`src/rtl/sac_pkg.sv`:
```
// Shared types and constants of the set-associative cache tag store
package sac_pkg;

  localparam int NUM_SETS_DEF = 64;
  localparam int NUM_WAYS_DEF = 8;
  localparam int AGE_BITS_DEF = 16;

  localparam int ADDR_W    = 32;
  localparam int WAY_OUT_W = 3;
  localparam int CFG_W     = 4;
  localparam int CFG_IDX_W = 2;
  localparam int SET_RAW_W = 7;
  localparam int SET_TAB_N = 1 << SET_RAW_W;

  localparam logic [CFG_IDX_W-1:0] CFG_WAYS   = 2'd0;
  localparam logic [CFG_IDX_W-1:0] CFG_INDEX  = 2'd1;
  localparam logic [CFG_IDX_W-1:0] CFG_OFFSET = 2'd2;

  localparam logic [3:0] WAYS_RST   = 4'd4;
  localparam logic [2:0] INDEX_RST  = 3'd3;
  localparam logic [3:0] OFFSET_RST = 4'd3;

  typedef struct packed {
    logic              func;
    logic [ADDR_W-1:0] address;
  } sac_in_t;

  typedef struct packed {
    logic                 hit;
    logic [WAY_OUT_W-1:0] way_used;
    logic                 writeback;
    logic [ADDR_W-1:0]    victim_address;
  } sac_out_t;

  typedef struct packed {
    logic valid;
    logic match;
    logic newer;
  } sac_way_stat_t;

endpackage

```
`src/rtl/sac_way_unit.sv`:
```
// Shared per-way unit: tag compare, age update, age compare against best
module sac_way_unit import sac_pkg::*; #(
  parameter int AGE_BITS = AGE_BITS_DEF
) (
  input  logic                valid_i,
  input  logic                dirty_i,
  input  logic [AGE_BITS-1:0] age_i,
  input  logic [ADDR_W-1:0]   tag_i,
  input  logic [ADDR_W-1:0]   blk_i,
  input  logic                write_i,
  input  logic [AGE_BITS-1:0] best_age_i,
  output sac_way_stat_t       stat_o,
  output logic [AGE_BITS-1:0] age_o,
  output logic                dirty_o
);

  logic match;

  assign match = valid_i && (tag_i == blk_i);

  always_comb begin
    if (match) begin
      age_o = '0;
    end else if (&age_i) begin
      age_o = age_i;
    end else begin
      age_o = age_i + AGE_BITS'(1);
    end
  end

  assign dirty_o      = dirty_i | (match & write_i);
  assign stat_o.valid = valid_i;
  assign stat_o.match = match;
  assign stat_o.newer = age_o > best_age_i;

endmodule

```
`config.mk`:
```
export PLATFORM = sky130hd
export DESIGN_NAME = sac_way_unit
export DESIGN_NICKNAME = d
export VERILOG_FILES = /design/src/rtl/sac_pkg.sv /design/src/rtl/sac_way_unit.sv
export SDC_FILE = /design/constraint.sdc
export NUM_CORES = 1
export LEC_CHECK = 0
export BUFFER_PORTS_ARGS = -buffer_cell sky130_fd_sc_hd__buf_2
export CORE_ASPECT_RATIO = 2
export CORE_MARGIN = 3
export CORE_UTILIZATION = 42
export DETAILED_ROUTE_END_ITERATION = 10
export GPL_ROUTABILITY_DRIVEN = 1
export PLACE_DENSITY = 0.9
export SETUP_SLACK_MARGIN = 0.3
export SLEW_MARGIN = 20
export SYNTH_ARGS = -nofsm -noshare
export SYNTH_HDL_FRONTEND = slang
export SYNTH_SLANG_ARGS = --single-unit
export TNS_END_PERCENT = 1
```
`constraint.sdc`:
```
create_clock -name vclk -period 5.9
set_clock_uncertainty 0.15 [all_clocks]
set_input_delay 0.59 -clock vclk [all_inputs]
set_output_delay 0.59 -clock vclk [all_outputs]
set_load 0.005 [all_outputs]
```
* Word-level counts from Yosys, hierarchy flattened *
Cells that the tools add are included.

cells by class
  shift-type cells = 0
  add/sub/neg operators = 1
  reduce and logical (&&, ||, !) cells = 2
  multiplexer cells = 2
  divide/modulo/power cells = 0
  multipliers = 0
  equal/unequal tests = 1
  $lt $le $gt $ge = 1
  bitwise gates (word level) = 2

operator list
  cell                     count
  $eq A32 B32 Y1           1
  $mux W16                 2
  $add A16 B1 Y16 const B  1
  $gt A16 B16 Y1           1
  $reduce_and A16 Y1       1
  $and A1 B1 Y1            1
  $logic_and A1 B1 Y1      1
  $or A1 B1 Y1             1

word-level totals
  bits in writable memories = 0
  logic and storage cells = 9
  memories kept = 0
  latch bits = 0
  flip-flop bits (word level) = 0
  memory bits (read-only) = 0
  output and inout bits = 20
  input port bits = 99

* Depth between registers and ports, before layout *
  word-level depth = 4
  mapped depth = 13
  depth with buffers taken out = 12

* Worst setup path after synthesis *
Ideal clock, no wire load.

  path type = input to output
  from = in blk_i[10]
  to = out stat_o[0] in the netlist's numbering
  path buffers = 2
  setup slack = 2.660 ns
  arrival = 2.500 ns
  stages = 12
  data required time = 5.160 ns
  cells stage by stage = xnor2_1 > nand4_1 > nor4_1 > and4_1 > buf_6 > buf_8 > nor2_1 > ha_1 > a21o_1 > a21o_1 > a211oi_1 > a21oi_1

RTL lines
  what             RTL line            RTL
  start, declared  sac_way_unit.sv:9   input logic [ADDR_W-1:0] blk_i,
  end, declared    sac_way_unit.sv:12  output sac_way_stat_t stat_o,

==> results_dict.tcl <==
set metrics [dict create \
    die-height_um 84.3 \
    maxCapViolCount 0 \
    synthDistinctLibCells 36 \
    unrepaired_setup_endpoints_after_global_routing "no" \
    route.detailed.vias_per_inst 5.32 \
    post_synth_inst_count 178 \
    fin_crit_ns 4.05 \
    mappedNetlistNets 294 \
    share_of_cells_above_drive_strength_1_pct 43.7 \
    fin_cells 322 \
    grt_overflow 0 \
    post_synth_instance_area_mm2 0.00129 \
    hold-path-cell-count 2 \
    detail_route.drc_violations 0 \
    slew_headroom_pct 56.7 \
    gpl.final_weighted_congestion 0.898 \
    grt_first_pass_wirelength_um 6690 \
    worstSetupStartpointType "input port" \
    dp_hpwl_um 4080 \
    routed_wl_um 4420 \
    design.final.nets 411 \
    wl_per_cell_um 13.7 \
    dp_cells 322 \
    buffer_ports.inserted 119 \
    worstPathRequired_ns 5.16 \
    vdd_ir_drop_max_mv 0.0348 \
    area_growth_syn_to_layout_pct 45.9 \
    fp.dieW_um 45.2 \
    totalNegativeSetupSlack_ns 0 \
    mostFrequentLayoutCell "sky130_fd_sc_hd__buf_2" \
    average_size_of_a_mapped_cell_um2 7.23 \
    nFlopsAndLatches 0 \
    n_antenna_cell 0 \
    global_route.usage.total_pct 22.1 \
    pin_count_of_the_biggest_net_entering_global_routing 20 \
    post_layout_inst_area_mm2 0.00188 \
    cellLeakagePower_nw 1.01 \
    post_cts.repair.setup_buffers 0 \
    hold_buffers 0 \
    drtAntennaViolNets 0 \
    synth_area_leader_cell "sky130_fd_sc_hd__xnor2_1" \
    tightest_hold_margin_ns 1.23 \
    placement_stage_cell_area_mm2 0.00188 \
    endpoint_type_of_the_worst_setup_path "output pin" \
    actual_transition_at_the_worst_max_transition_pin_ns 0.649 \
    detailroute.via_count 1712 \
    layout_worst_path_cycle_share_pct 68.7 \
    setup.worst_path.class "input port to output pin" \
    power.density_mw_per_mm2 63.3 \
    count_of_yosys_warnings_during_synthesis 0 \
    drt-pass1-iter-count 4 \
    critPathArrivalTime_ns 3.31 \
    ctsResizeCount 0 \
    top_cells_by_area_synth "sky130_fd_sc_hd__xnor2_1 25%, sky130_fd_sc_hd__ha_1 17%, sky130_fd_sc_hd__nand4_1 6.8%" \
    timing_max_transition_violations_final 0 \
    top_area_cell_type_share_of_the_netlist_area_pct 25.2 \
    antenna_found_initial 0 \
    floorplan.rows 27 \
    fmax_mhz 247 \
    run_status "finished, final reports clean" \
    layout.area.seq_um2 0 \
    setup_viol 0 \
    layout_common_cells "119 x sky130_fd_sc_hd__buf_2, 37 x sky130_fd_sc_hd__xnor2_1, 20 x sky130_fd_sc_hd__nor2_1, 17 x sky130_fd_sc_hd__ha_1, 16 x sky130_fd_sc_hd__inv_1" \
    initial_core_util_pct 45.4 \
    n_clock_buffer 0 \
    die_area_mm2 0.00381 \
    final_hold_viol_count 0 \
    cp_max_fo 19 \
    worst_min_delay_path_class "input port to output pin" \
    first_drt_iteration_drcs 18 \
    first_global_vias 1721 \
    io-pin-count 119 \
    design.core.area_mm2 0.00284 \
    seq_area_frac_synth_pct 0 \
]
## where the power goes
part	leakage [nW]	total (W)	internal, W	switching, W
logic	1.01	0.000119	0.0000635	0.0000554
clock network	0	0	0	0
registers	0	0	0	0
total	1.01	0.000119	0.0000635	0.0000554
## layer usage
layer  part of all wire [%]  vias up  global-route usage, %
met4                    1.3        0                   2.67
met2                     56       95                   46.6
met1                     33      747                   20.6
met5                      0        -                      0
met3                    9.7        4                   2.58
li1                       -      866                      -
## synth_stat cells, drive strengths merged (2+ instances only)
cell type  number
a31oi           2
ha             17
a21o            5
nand4          16
a211oi          3
and2            2
nor4            3
nor3            6
nor2           21
o21ai           3
nand2           6
nand3           9
and4            3
mux2i           4
buf             4
a21oi           9
inv            16
nor2b           3
xnor2          37
o211ai          2
## per-stage QoR
step                power [W]  setup WS (ns)  util [%]
finish               0.000119           1.85      66.2
global route         0.000133           1.66      66.2
CTS                  0.000120           1.84      66.2
detailed placement   0.000119           1.85      66.2
global placement     0.000117           1.85      66.2
floorplan           0.0000590           2.66         -
## kinds of logic after synthesis
logic type      Yosys count  share of synthesized area (%)
simple gates             73                           33.3
buf+inv                  20                           7.87
fa+ha+maj                17                           16.5
xor+xnor                 38                           25.9
compound gates           25                           12.4
mux                       5                           3.98
## worst max-delay path, cell delays in order
cell and delay [ns]:
sky130_fd_sc_hd__buf_2 0.10, sky130_fd_sc_hd__xnor2_1 0.18, sky130_fd_sc_hd__nand4_1 0.11, sky130_fd_sc_hd__nor4_1 0.34, sky130_fd_sc_hd__and4_1 0.67, sky130_fd_sc_hd__nor3_1 0.17, sky130_fd_sc_hd__ha_1 0.33, sky130_fd_sc_hd__a21o_1 0.18
sky130_fd_sc_hd__a21oi_1 0.13, sky130_fd_sc_hd__nor2b_1 0.06, sky130_fd_sc_hd__o31ai_1 0.22, sky130_fd_sc_hd__a21oi_1 0.10, sky130_fd_sc_hd__buf_2 0.14
## final timing paths
| path | startpoint | endpoint |
|---|---|---|
| max | blk_i[25] | stat_o[0] |
| min | valid_i | stat_o[2] |
## layout make-up
class                      count  area, µm²
multi-input combinational    158       1190
fill                         263        960
timing repair buffer         119        596
inverter                      16       60.1
tap                           29       36.3
No activity file was read; power rests on OpenSTA's default activity.
